### config.mk
export PLATFORM = sky130hd
export DESIGN_NAME = ieee802154_rx_filter_autoack_unit
export DESIGN_NICKNAME = d
export VERILOG_FILES = /design/src/rtl/i154rf_pkg.sv /design/src/rtl/ieee802154_rx_filter_autoack_unit.sv /design/src/rtl/i154rf_capture.sv
export VERILOG_INCLUDE_DIRS = /design/src /design/src/rtl
export SDC_FILE = /design/constraint.sdc
export NUM_CORES = 1
export LEC_CHECK = 0
export CAP_MARGIN = 20
export CORE_MARGIN = 1.5
export CORE_UTILIZATION = 64
export CTS_CLUSTER_DIAMETER = 100
export CTS_CLUSTER_SIZE = 30
export DETAILED_ROUTE_END_ITERATION = 6
export DONT_BUFFER_PORTS = 1
export PLACE_DENSITY = 0.89
export SLEW_MARGIN = 10
export SYNTH_ARGS = -nofsm -noshare
export SYNTH_HDL_FRONTEND = slang
export SYNTH_SLANG_ARGS = --single-unit
### constraint.sdc
create_clock -name clk -period 6.38 [get_ports clk]
set_input_delay 0.319 -clock clk [delete_from_list [all_inputs] [get_ports clk]]
set_output_delay 0.319 -clock clk [all_outputs]
set_load 0.005 [all_outputs]
### src/rtl/ieee802154_rx_filter_autoack_unit_defines.svh
// Assertion macros for the 802.15.4 receive filter and auto-ack unit.
// Both macros expect signals named clk and rst in the using module.
`ifndef IEEE802154_RX_FILTER_AUTOACK_UNIT_DEFINES_SVH
`define IEEE802154_RX_FILTER_AUTOACK_UNIT_DEFINES_SVH

// Same-cycle implication, ignored while reset is high.
`define I154RF_ASSERT_NOW(lbl, ante, cons, msg) \
  lbl: assert property (@(posedge clk) disable iff (rst) (ante) |-> (cons)) else $error(msg);

// Next-cycle implication, ignored while reset is high.
`define I154RF_ASSERT_NEXT(lbl, ante, cons, msg) \
  lbl: assert property (@(posedge clk) disable iff (rst) (ante) |=> (cons)) else $error(msg);

`endif

### src/rtl/i154rf_pkg.sv
// Shared types, constants and helpers for the 802.15.4 receive filter.
// No dependencies; used by i154rf_capture and the top level.
`default_nettype none

package i154rf_pkg;

  localparam int MAX_FRAME_BYTES_DEF = 127;
  localparam int LEN_W = 7;      // holds any frame length up to 127
  localparam int POS6_W = 6;     // width of security and command positions

  // Configuration register indexes.
  localparam logic [1:0] REG_PAN_ID      = 2'd0;
  localparam logic [1:0] REG_SHORT_ADDR  = 2'd1;
  localparam logic [1:0] REG_EXT_ADDR    = 2'd2;
  localparam logic [1:0] REG_PROMISCUOUS = 2'd3;

  // Addressing modes and frame fields.
  localparam logic [1:0]  ADDR_MODE_NONE  = 2'd0;
  localparam logic [1:0]  ADDR_MODE_SHORT = 2'd2;
  localparam logic [1:0]  ADDR_MODE_EXT   = 2'd3;
  localparam logic [2:0]  FRAME_TYPE_CMD  = 3'd3;
  localparam logic [7:0]  CMD_DATA_REQ    = 8'd4;
  localparam logic [15:0] BCAST_ID        = 16'hffff;

  typedef struct packed {
    logic [7:0] frame_byte;
    logic       is_last;
  } in_item_t;

  typedef struct packed {
    logic       verdict;
    logic       send_ack;
    logic       ack_pending_bit;
    logic [7:0] ack_seq;
  } out_item_t;

  // Header view after the current byte has been taken in.
  typedef struct packed {
    logic [15:0]      frame_ctrl;
    logic [7:0]       seq_num;
    logic [15:0]      dest_pan;
    logic [63:0]      dest_addr;
    logic             is_data_req;
    logic [LEN_W-1:0] len;
  } hdr_t;

  // Key identifier length by key id mode.
  function automatic logic [POS6_W-1:0] key_len(input logic [1:0] mode);
    logic [POS6_W-1:0] n;
    case (mode)
      2'd0: n = 6'd0;
      2'd1: n = 6'd1;
      2'd2: n = 6'd5;
      2'd3: n = 6'd9;
      default: n = 6'd0;
    endcase
    return n;
  endfunction

endpackage

`default_nettype wire

### src/rtl/ieee802154_rx_filter_autoack_unit.sv
// Top level of the 802.15.4 receive address filter with auto-ack decision.
// Uses i154rf_pkg, i154rf_capture and the assertion macro header.
//
//   Channel  Direction  Handshake              Contents
//   in       input      in_valid / in_ready    in_item_t: frame_byte, is_last
//   out      output     out_valid / out_ready  out_item_t: verdict, ack fields
//   cfg      input      cfg_we                 cfg_index, cfg_data (64 bits)
//
// One byte is taken per cycle while in_ready is high; the header update and
// the verdict for a final byte are computed in that same cycle and land in the
// output register; the result appears in the cycle after that byte is taken.
// in_ready is low only while a result sits unaccepted and out_ready is low.
// Synchronous reset clears all state but out_data; no clearing pass.
`default_nettype none

`include "ieee802154_rx_filter_autoack_unit_defines.svh"

module ieee802154_rx_filter_autoack_unit #(
  parameter int MAX_FRAME_BYTES = i154rf_pkg::MAX_FRAME_BYTES_DEF
) (
  input  wire logic                  clk,
  input  wire logic                  rst,
  input  wire logic                  in_valid,
  output logic                       in_ready,
  input  wire i154rf_pkg::in_item_t  in_data,
  output logic                       out_valid,
  input  wire logic                  out_ready,
  output i154rf_pkg::out_item_t      out_data,
  input  wire logic                  cfg_we,
  input  wire logic [1:0]            cfg_index,
  input  wire logic [63:0]           cfg_data
);

  localparam int LW = i154rf_pkg::LEN_W;

  logic [15:0] pan_id;
  logic [15:0] short_addr;
  logic [63:0] ext_addr;
  logic        promiscuous;

  logic                  in_fire;
  i154rf_pkg::hdr_t      hdr;
  i154rf_pkg::out_item_t result;
  logic [1:0]            dmode;
  logic                  pan_ok;
  logic                  ok;
  logic                  ack;

  assign in_ready = !out_valid || out_ready;
  assign in_fire  = in_valid && in_ready;

  i154rf_capture #(
    .MAX_FRAME_BYTES(MAX_FRAME_BYTES)
  ) u_capture (
    .clk        (clk),
    .rst        (rst),
    .step       (in_fire),
    .frame_byte (in_data.frame_byte),
    .is_last    (in_data.is_last),
    .hdr        (hdr)
  );

  always_ff @(posedge clk) begin
    if (rst) begin
      pan_id      <= '0;
      short_addr  <= '0;
      ext_addr    <= '0;
      promiscuous <= 1'b0;
    end else if (cfg_we) begin
      case (cfg_index)
        i154rf_pkg::REG_PAN_ID:      pan_id      <= cfg_data[15:0];
        i154rf_pkg::REG_SHORT_ADDR:  short_addr  <= cfg_data[15:0];
        i154rf_pkg::REG_EXT_ADDR:    ext_addr    <= cfg_data;
        i154rf_pkg::REG_PROMISCUOUS: promiscuous <= cfg_data[0];
        default: ;
      endcase
    end
  end

  always_comb begin
    dmode  = hdr.frame_ctrl[11:10];
    pan_ok = (hdr.dest_pan == i154rf_pkg::BCAST_ID) || (hdr.dest_pan == pan_id);
    if (promiscuous) begin
      ok = 1'b1;
    end else if (hdr.len < LW'(3)) begin
      ok = 1'b0;
    end else begin
      case (dmode)
        i154rf_pkg::ADDR_MODE_NONE:  ok = 1'b1;
        i154rf_pkg::ADDR_MODE_SHORT: ok = (hdr.len >= LW'(7)) && pan_ok &&
                                          ((hdr.dest_addr[15:0] == i154rf_pkg::BCAST_ID) ||
                                           (hdr.dest_addr[15:0] == short_addr));
        i154rf_pkg::ADDR_MODE_EXT:   ok = (hdr.len >= LW'(13)) && pan_ok &&
                                          (hdr.dest_addr == ext_addr);
        default:                     ok = 1'b0;
      endcase
    end
    ack = ok && !promiscuous && hdr.frame_ctrl[5];
    result.verdict         = !ok;
    result.send_ack        = ack;
    result.ack_pending_bit = ack && hdr.is_data_req;
    result.ack_seq         = ack ? hdr.seq_num : 8'h00;
  end

  always_ff @(posedge clk) begin
    if (rst) begin
      out_valid <= 1'b0;
    end else if (in_fire && in_data.is_last) begin
      out_valid <= 1'b1;
    end else if (out_ready) begin
      out_valid <= 1'b0;
    end
  end

  always_ff @(posedge clk) begin
    if (in_fire && in_data.is_last) begin
      out_data <= result;
    end
  end

  `I154RF_ASSERT_NOW(a_no_ack_on_reject, out_valid && out_data.verdict, !out_data.send_ack, "ack on a rejected frame")
  `I154RF_ASSERT_NOW(a_idle_ack_fields, out_valid && !out_data.send_ack, out_data.ack_pending_bit == 1'b0 && out_data.ack_seq == 8'h00, "ack fields set without ack")
  `I154RF_ASSERT_NEXT(a_last_gives_result, in_fire && in_data.is_last, out_valid, "final byte gave no result")
  `I154RF_ASSERT_NEXT(a_mid_byte_quiet, in_fire && !in_data.is_last && !out_valid, !out_valid, "result from a non-final byte")

endmodule

`default_nettype wire

### src/rtl/i154rf_capture.sv
// Header capture for the 802.15.4 receive filter: tracks the byte position,
// keeps header fields and finds the MAC command id. Uses i154rf_pkg.
`default_nettype none

module i154rf_capture #(
  parameter int MAX_FRAME_BYTES = i154rf_pkg::MAX_FRAME_BYTES_DEF
) (
  input  wire logic              clk,
  input  wire logic              rst,
  input  wire logic              step,
  input  wire logic [7:0]        frame_byte,
  input  wire logic              is_last,
  output i154rf_pkg::hdr_t       hdr
);

  localparam int POS_W = $clog2(MAX_FRAME_BYTES + 1);
  localparam int LW = i154rf_pkg::LEN_W;
  localparam int PW = i154rf_pkg::POS6_W;

  logic [POS_W-1:0] byte_pos, byte_pos_next;
  logic [15:0]      frame_ctrl, frame_ctrl_next;
  logic [7:0]       seq_num, seq_num_next;
  logic [15:0]      dest_pan, dest_pan_next;
  logic [63:0]      dest_addr, dest_addr_next;
  logic [PW-1:0]    sec_ctrl_pos, sec_ctrl_pos_next;
  logic [PW-1:0]    cmd_pos, cmd_pos_next;
  logic             is_data_req, is_data_req_next;

  logic [LW-1:0]    pos;
  logic [LW-1:0]    len;
  logic [2:0]       addr_idx;
  logic [1:0]       dmode;
  logic [1:0]       smode;
  logic [PW-1:0]    loc;

  assign pos = LW'(byte_pos);
  assign addr_idx = 3'(pos - LW'(5));

  always_comb begin
    byte_pos_next     = byte_pos;
    frame_ctrl_next   = frame_ctrl;
    seq_num_next      = seq_num;
    dest_pan_next     = dest_pan;
    dest_addr_next    = dest_addr;
    sec_ctrl_pos_next = sec_ctrl_pos;
    cmd_pos_next      = cmd_pos;
    is_data_req_next  = is_data_req;
    len   = LW'(MAX_FRAME_BYTES);
    dmode = 2'd0;
    smode = 2'd0;
    loc   = '0;
    if (pos < LW'(MAX_FRAME_BYTES)) begin
      len = pos + LW'(1);
      byte_pos_next = byte_pos + POS_W'(1);
      if (pos == LW'(0)) begin
        frame_ctrl_next = {8'h00, frame_byte};
      end else if (pos == LW'(1)) begin
        frame_ctrl_next = {frame_byte, frame_ctrl[7:0]};
        dmode = frame_ctrl_next[11:10];
        smode = frame_ctrl_next[15:14];
        sec_ctrl_pos_next = '0;
        cmd_pos_next = '0;
        // Only a command frame with both addresses present can be a data request.
        if (frame_ctrl_next[2:0] == i154rf_pkg::FRAME_TYPE_CMD && dmode[1] && smode[1]) begin
          loc = PW'(3);
          loc = loc + ((dmode == i154rf_pkg::ADDR_MODE_SHORT) ? PW'(4) : PW'(10));
          loc = loc + (frame_ctrl_next[6] ? PW'(0) : PW'(2));
          loc = loc + ((smode == i154rf_pkg::ADDR_MODE_SHORT) ? PW'(2) : PW'(8));
          sec_ctrl_pos_next = frame_ctrl_next[3] ? loc : '0;
          cmd_pos_next = loc;
        end
      end else if (pos == LW'(2)) begin
        seq_num_next = frame_byte;
      end else if (pos == LW'(3)) begin
        dest_pan_next = {8'h00, frame_byte};
      end else if (pos == LW'(4)) begin
        dest_pan_next = {frame_byte, dest_pan[7:0]};
      end else if (pos <= LW'(12)) begin
        dest_addr_next[addr_idx*8 +: 8] = dest_addr[addr_idx*8 +: 8] | frame_byte;
      end

      if (cmd_pos != '0 && pos >= LW'(3)) begin
        // The security control byte moves the command id past the aux header.
        if (sec_ctrl_pos != '0 && pos == LW'(sec_ctrl_pos)) begin
          cmd_pos_next = sec_ctrl_pos + PW'(5) + i154rf_pkg::key_len(frame_byte[4:3]);
        end else if (pos == LW'(cmd_pos)) begin
          is_data_req_next = (frame_byte == i154rf_pkg::CMD_DATA_REQ);
        end
      end
    end
  end

  always_comb begin
    hdr.frame_ctrl  = frame_ctrl_next;
    hdr.seq_num     = seq_num_next;
    hdr.dest_pan    = dest_pan_next;
    hdr.dest_addr   = dest_addr_next;
    hdr.is_data_req = is_data_req_next;
    hdr.len         = len;
  end

  always_ff @(posedge clk) begin
    if (rst || (step && is_last)) begin
      byte_pos     <= '0;
      frame_ctrl   <= '0;
      seq_num      <= '0;
      dest_pan     <= '0;
      dest_addr    <= '0;
      sec_ctrl_pos <= '0;
      cmd_pos      <= '0;
      is_data_req  <= 1'b0;
    end else if (step) begin
      byte_pos     <= byte_pos_next;
      frame_ctrl   <= frame_ctrl_next;
      seq_num      <= seq_num_next;
      dest_pan     <= dest_pan_next;
      dest_addr    <= dest_addr_next;
      sec_ctrl_pos <= sec_ctrl_pos_next;
      cmd_pos      <= cmd_pos_next;
      is_data_req  <= is_data_req_next;
    end
  end

endmodule

`default_nettype wire

==> flow_metrics.py, run 1 <==
metrics = {
    "run_status": {
        "status": "finished, violations left",
        "violations": "negative hold slack",
    },
    "place": {
        "gp_congestion": 1.214,
        "place_hpwl_um": 41340,
        "port_buffers": 0,
    },
    "yosys": {
        "ys_async_sr_fraction_pct": 0,
        "synth_area_um2": 14180,
        "synth-seq-cells": 225,
        "syn_inst": 1923,
        "ys_warn_count": 0,
        "synth_nets": 2021,
        "synth_enable_flop_cells": 11,
        "synthFlopType": "dfxtp_1",
        "ys_types": 102,
        "syn_avg_cell_area_um2": 7.376,
        "yosysSeqAreaShare_pct": 32.53,
    },
    "timing": {
        "fin_crit_ps": 5442,
        "clock-skew-final_ps": 19.52,
        "hold_viol_final": 3,
        "rsz0062_at_grt": "false",
        "drv_slew": 0,
        "fin_crit_sh_pct": 85.29,
        "tightestPinTransition_ps": 1225,
        "setup_viol": 0,
        "slew_headroom_pct": 17.27,
        "hold_slack_ps": -8.588,
        "max_freq_mhz": 183.8,
        "setup_tns_ps": 0,
    },
    "detailed_routing": {
        "drc": 0,
        "wl_per_cell_um": 27.28,
        "first_pass_iters": 7,
        "postRouteAntennaNets": 0,
        "viasPerCell": 7.285,
        "dr.first_iter.drc_count": 2978,
        "routed_wl_um": 59430,
        "vias": 15870,
    },
    "pwr": {
        "total_power_mw": 2.868,
        "pwr_density_cell_nw_per_um2": 188.5,
        "p_leak_nw": 5.224,
        "peakVddDrop_uv": 279.3,
    },
    "worst_setup_path": {
        "crit_type": "flip-flop to flip-flop",
        "r2r_slack_ps": 940,
        "crit_end": "out_data[10]$_DFFE_PP_",
        "startpoint": "u_capture.byte_pos[1]$_SDFFE_PP0P_",
        "crit-reg2reg-launch": "u_capture.byte_pos[1]$_SDFFE_PP0P_",
        "setup.worst_path.end_class": "flip-flop",
        "cp-start-kind": "flip-flop",
        "path_max_fanout": 25,
        "r2r_end": "out_data[10]$_DFFE_PP_",
        "slowest_stage": "dfxtp_1",
        "max_stage_delay_ps": 560,
        "arrival_ps": 5720,
        "path_cells": "inv_1, ha_1, xnor2_4, buf_4, inv_2, ha_1, nor4b_2, o211ai_1, or2_0, buf_4, a221oi_2, a21oi_1, a2111o_1, or4_1, o21ai_1, a31oi_1, buf_4, and3b_1",
        "cp_common_cell": "buf_4",
        "reg2reg_depth": 18,
        "critPathRequiredTime_ps": 6660,
    },
    "grt": {
        "grt_pass1_vias": 14470,
        "busiest_layer": "met2",
        "use_met1_pct": 68.49,
        "grt_start_max_net_pins": 99,
        "grt_pass1_wl_um": 88580,
        "grt.overflow.total": 0,
        "grt_use_met2_pct": 71.73,
        "grt_util_met3_pct": 14.00,
        "grt_antenna_before_repair": 0,
        "grtUsageTotal_pct": 49.41,
    },
    "layout": {
        "nets": 1992,
        "area_delta_synth_final_pct": 7.277,
        "drive_gt1_share_pct": 6.009,
        "layout_common_cells": "349 x nand2_1, 237 x a21oi_1, 214 x dfxtp_1, 153 x nor2_1, 93 x nor3_1",
        "final_common_cell": "nand2_1",
    },
    "cts": {
        "cts_sinks": 225,
        "cts_resized": 0,
        "root_buffer": "clkbuf_16",
        "clk_latency_ps": 500,
        "cts_tree": "built",
        "ctsHtreeMaxLevel": 1,
        "postCtsSetupRepairBufs": 0,
        "clockBufferDepth": 3,
        "numCtsBuffers": 11,
        "hold_buffers": 72,
        "path_clk_slew_ps": 120,
    },
    "floorplanning": {
        "io_pins": 93,
        "dieHeight_um": 151.9,
        "core_area_um2": 21760,
        "die_width_um": 151.9,
        "dieArea_um2": 23070,
        "rows": 54,
        "start_util_pct": 65.20,
    },
    "min_path": {
        "hp-class": "input port to flip-flop",
    },
    "job": {
        "cap_violations": 0,
    },
}
## cell usage after synthesis, types with 23 or more instances
library cell / number / area (um2)
a21oi_1: 237 / 1186
buf_2: 26 / 130.1
clkbuf_1: 100 / 375.4
dfxtp_1: 214 / 4284
inv_1: 63 / 236.5
mux2i_1: 35 / 350.3
nand2_1: 349 / 1310
nand3_1: 57 / 285.3
nand4_1: 31 / 193.9
nor2_1: 155 / 581.8
nor3_1: 93 / 465.5
nor4_1: 26 / 162.7
o211ai_1: 23 / 172.7
o21ai_0: 37 / 185.2
o22ai_1: 27 / 168.9
xor2_1: 37 / 324.1
## worst max-delay path: cells and delay by family, from the launching register on
kind	cells	cell delay [ps]
buffers and inverters	5	1130
XOR/XNOR	1	140
flip-flops	1	560
adder cells (fa/ha/maj)	2	700
AO/OA/AOI/OAI	6	1230
AND/OR/NAND/NOR	4	1430
## cells by family (layout without fill, tap and decap cells)
family | Yosys count | count (layout) | share of synthesized area, %
AO/OA/AOI/OAI | 530 | 530 | 24.87
flip-flops | 225 | 225 | 32.53
other | 0 | 1 | 0
AND/OR/NAND/NOR | 827 | 827 | 26.93
XOR/XNOR | 57 | 57 | 3.652
adder cells (fa/ha/maj) | 18 | 18 | 1.694
buffers and inverters | 217 | 191 | 6.580
multiplexers | 49 | 49 | 3.740
## how the worst min path moves through the flow
| stage | from | endpoint | slack, ps | depth (start not counted) |
|---|---|---|---|---|
| global placement | rst | pan_id[7]$_SDFFE_PP0P_ | 400 | 1 |
| CTS | cfg_data[63] | ext_addr[63]$_SDFFE_PP0P_ | 0.7 | 2 |
| finish | in_data[6] | u_capture.frame_ctrl[5]$_SDFFE_PP0P_ | -9 | 2 |
| global route | cfg_data[63] | ext_addr[63]$_SDFFE_PP0P_ | 10 | 2 |
| detailed placement | rst | pan_id[7]$_SDFFE_PP0P_ | 400 | 1 |
| floorplan | u_capture.seq_num[0]$_SDFFE_PP0P_ | u_capture.seq_num[0]$_SDFFE_PP0P_ | 430 | 2 |
## layer usage
| metal | part of all wire, % | routed length (um) |
|---|---|---|
| met2 | 41 | 24290 |
| met3 | 16 | 9678 |
| met4 | 5.6 | 3327 |
| met5 | 0 | 0 |
| met1 | 37 | 22130 |
## registers in the layout, indices dropped and copies added (netlist names), 7 cells and up
signal,count
ext_addr,64
out_data,11
pan_id,16
short_addr,16
u_capture.byte_pos,7
u_capture.dest_addr,64
u_capture.dest_pan,16
u_capture.frame_ctrl,8
u_capture.seq_num,8
## power breakdown
part / leakage (nW) / internal [mW] / switching [mW]
registers: 1.84 / 1.44 / 0.0442
logic: 3.23 / 0.183 / 0.400
clock network: 0.153 / 0.324 / 0.475
total: 5.22 / 1.95 / 0.919
## area by class of cell
type / instances / area (um2)
antenna: 1 / 2.502
clock buffer: 12 / 279.0
clock inverter: 4 / 23.77
fill: 1696 / 6539
inverter: 64 / 240.2
multi-input combinational: 1481 / 8663
sequential: 225 / 4614
tap: 280 / 350.3
timing repair buffer: 111 / 1044
## through the flow
stage                     hold WS, ps  cells  setup WS, ps  util [%]  cell area, um2
final                          -8.588   2178         938.3     69.94           15220
after global routing            11.23   2177         671.2     69.93           15210
after CTS                      0.7416   2176          1048     69.83           15190
after detailed placement        396.2   2088          1102     65.04           14150
after global placement          395.1   2088          1213     65.01           14140
after floorplan                 433.8   1923          1647         -           14180
No activity file was read; power rests on OpenSTA's default activity.
==> inputs of run 2 (changes only) <==
==> constraint.sdc (replaced) <==
create_clock -name clk -period 6.38 [get_ports clk]
set_input_delay 0.319 -clock clk [delete_from_list [all_inputs] [get_ports clk]]
set_output_delay 0.319 -clock clk [all_outputs]
set_load 0.02 [all_outputs]
==> run 2 against run 1 <==
Compared with the run above:
- the run ends with design-rule violations, negative hold slack left
- first-iteration DRC count decreased by 12%
- clock-buffer cell count grew 1
- die area unchanged
- final area hardly changed
- global-route usage is 0.18 points higher
- sequential share of layout area about the same
- worst setup slack lost 150 ps
- final cell count stayed put
- wire length up 0.89%
- worst hold slack improved by 4.7 ps
- combinational power barely moved
- sequential power is essentially flat
- critical path type unchanged
- critical endpoint unchanged
==> flow_metrics.py, run 2 (synthesis gave the netlist of run 1 again) <==
metrics = {
    "cts": {
        "clockBufferDepth": 3,
        "ctsHtreeMaxLevel": 1,
        "cts_resized": 0,
        "numCtsBuffers": 11,
        "postCtsSetupRepairBufs": 0,
        "root_buffer": "clkbuf_16",
        "path_clk_slew_ps": 110,
        "clk_latency_ps": 510,
        "hold_buffers": 72,
        "cts_sinks": 225,
        "cts_tree": "built",
    },
    "pwr": {
        "peakVddDrop_uv": 294.4,
        "total_power_mw": 2.888,
        "p_leak_nw": 5.233,
        "pwr_density_cell_nw_per_um2": 189.6,
    },
    "worst_setup_path": {
        "path_cells": "inv_1, ha_1, xnor2_4, buf_4, inv_2, ha_1, or4_1, a21oi_4, nand3_1, o31ai_1, xor2_1, a2111oi_1, nand4_1, nor4_1, nand4_1, buf_4, and3b_1",
        "crit_type": "flip-flop to flip-flop",
        "critPathRequiredTime_ps": 6650,
        "setup.worst_path.end_class": "flip-flop",
        "arrival_ps": 5860,
        "path_max_fanout": 25,
        "r2r_end": "out_data[10]$_DFFE_PP_",
        "crit_buf_inv": 4,
        "r2r_slack_ps": 790,
        "crit-reg2reg-launch": "u_capture.byte_pos[1]$_SDFFE_PP0P_",
        "reg2reg_depth": 17,
        "max_stage_delay_ps": 540,
        "slowest_stage": "dfxtp_1",
        "critPathTopFamily": "simple AND/OR/NAND/NOR gates",
        "cp-start-kind": "flip-flop",
    },
    "grt": {
        "grt_antenna_before_repair": 2,
        "grt_pass1_vias": 14540,
        "grt.overflow.total": 0,
        "grtUsageTotal_pct": 49.59,
        "grt_pass1_wl_um": 88780,
        "grt_start_max_net_pins": 99,
    },
    "layout": {
        "final_common_cell": "nand2_1",
        "layout_common_cells": "349 x nand2_1, 237 x a21oi_1, 214 x dfxtp_1, 154 x nor2_1, 93 x nor3_1",
        "multi_input_area_um2": 8661,
        "nets": 1993,
        "drive_gt1_share_pct": 6.006,
        "regArea_um2": 4614,
        "fillers": 1735,
        "reg.largest.list": "ext_addr x64, u_capture.dest_addr x64",
        "antenna_cells_inserted": 0,
        "fin_area_um2": 15230,
        "area_delta_synth_final_pct": 7.357,
    },
    "timing": {
        "drv_slew": 0,
        "fin_crit_sh_pct": 87.66,
        "max_freq_mhz": 178.8,
        "setup_tns_ps": 0,
        "tightestPinTransition_ps": 1178,
        "setup_viol": 0,
        "slew_headroom_pct": 20.88,
        "hold_slack_ps": -3.869,
        "clock-skew-final_ps": 22.20,
        "hold_viol_final": 2,
        "rsz0062_at_grt": "false",
        "fin_crit_ps": 5593,
    },
    "detailed_routing": {
        "postRouteAntennaNets": 0,
        "drc": 3,
        "routed_wl_um": 59960,
        "viasPerCell": 7.282,
        "first_pass_iters": 7,
        "vias": 15860,
        "dr.first_iter.drc_count": 2635,
        "wl_per_cell_um": 27.53,
    },
    "min_path": {
        "min_from": "in_data[3]",
        "worstHoldPathCells": 2,
        "holdPathEnd": "u_capture.dest_pan[10]$_SDFFE_PP0P_",
        "hp-class": "input port to flip-flop",
    },
    "place": {
        "port_buffers": 0,
        "gp_congestion": 1.227,
        "place_hpwl_um": 41330,
        "place_area_um2": 14150,
    },
    "floorplanning": {
        "dieHeight_um": 151.9,
        "dieArea_um2": 23070,
        "rows": 54,
        "die_width_um": 151.9,
        "core_area_um2": 21760,
        "io_pins": 93,
        "start_util_pct": 65.20,
    },
    "run_status": {
        "status": "finished, violations left",
        "violations": "design-rule violations, negative hold slack",
    },
    "job": {
        "cap_violations": 0,
    },
}
## run 2: cell count changes in the layout (fill, tap and decap cells not counted)
cell / delta
buf_4: +1
clkbuf_8: +1
clkinv_2: -1
clkinv_4: -1
diode_2: -1
inv_6: +1
nor2_1: +1
nor2_2: -1
## run 2: area by class of cell
class / count / share of cell area, %
repair buffers: 112 / 6.902
flip-flops and latches: 225 / 30.30
multi-input cells: 1481 / 56.87
inverters: 64 / 1.578
clock inverters: 3 / 0.1232
clock buffers: 13 / 1.923
well taps: 280 / 2.301
## run 2: worst max-delay path by stage
stage | from | endpoint | cells past startpoint | slack (ps)
after floorplan | u_capture.byte_pos[0]$_SDFFE_PP0P_ | out_data[10]$_DFFE_PP_ | 21 | 1650
after global placement | u_capture.byte_pos[1]$_SDFFE_PP0P_ | out_data[10]$_DFFE_PP_ | 12 | 1200
after detailed placement | u_capture.byte_pos[1]$_SDFFE_PP0P_ | out_data[10]$_DFFE_PP_ | 17 | 1070
after CTS | u_capture.byte_pos[1]$_SDFFE_PP0P_ | out_data[10]$_DFFE_PP_ | 17 | 1040
after global routing | u_capture.byte_pos[1]$_SDFFE_PP0P_ | out_data[10]$_DFFE_PP_ | 17 | 600
final | u_capture.byte_pos[1]$_SDFFE_PP0P_ | out_data[10]$_DFFE_PP_ | 17 | 790
## run 2: power by group
part | switching (mW) | internal (mW) | leakage (nW) | total, mW
clock | 0.476 | 0.336 | 0.156 | 0.812
sequential | 0.0480 | 1.44 | 1.84 | 1.49
combinational | 0.402 | 0.183 | 3.24 | 0.585
## run 2: per-stage QoR
stage | hold WS [ps] | worst slack (ps) | cells | utilization (%)
global route | 20.55 | 599.4 | 2178 | 70.00
global placement | 394.6 | 1199 | 2088 | 65.01
CTS | 2.687 | 1041 | 2176 | 69.87
finish | -3.869 | 787.3 | 2178 | 70.00
detailed placement | 395.5 | 1074 | 2088 | 65.04
floorplan | 433.8 | 1647 | 1923 | -
## run 2: per-layer routing
| layer | part of all wire, % | up-vias | global-route usage [%] |
|---|---|---|---|
| met2 | 41 | 1387 | 72.96 |
| met3 | 16 | 301 | 16.06 |
| met1 | 37 | 7306 | 66.20 |
| met5 | 0.025 | - | 0 |
| met4 | 6.0 | 2 | 22.47 |
| li1 | - | 6864 | - |
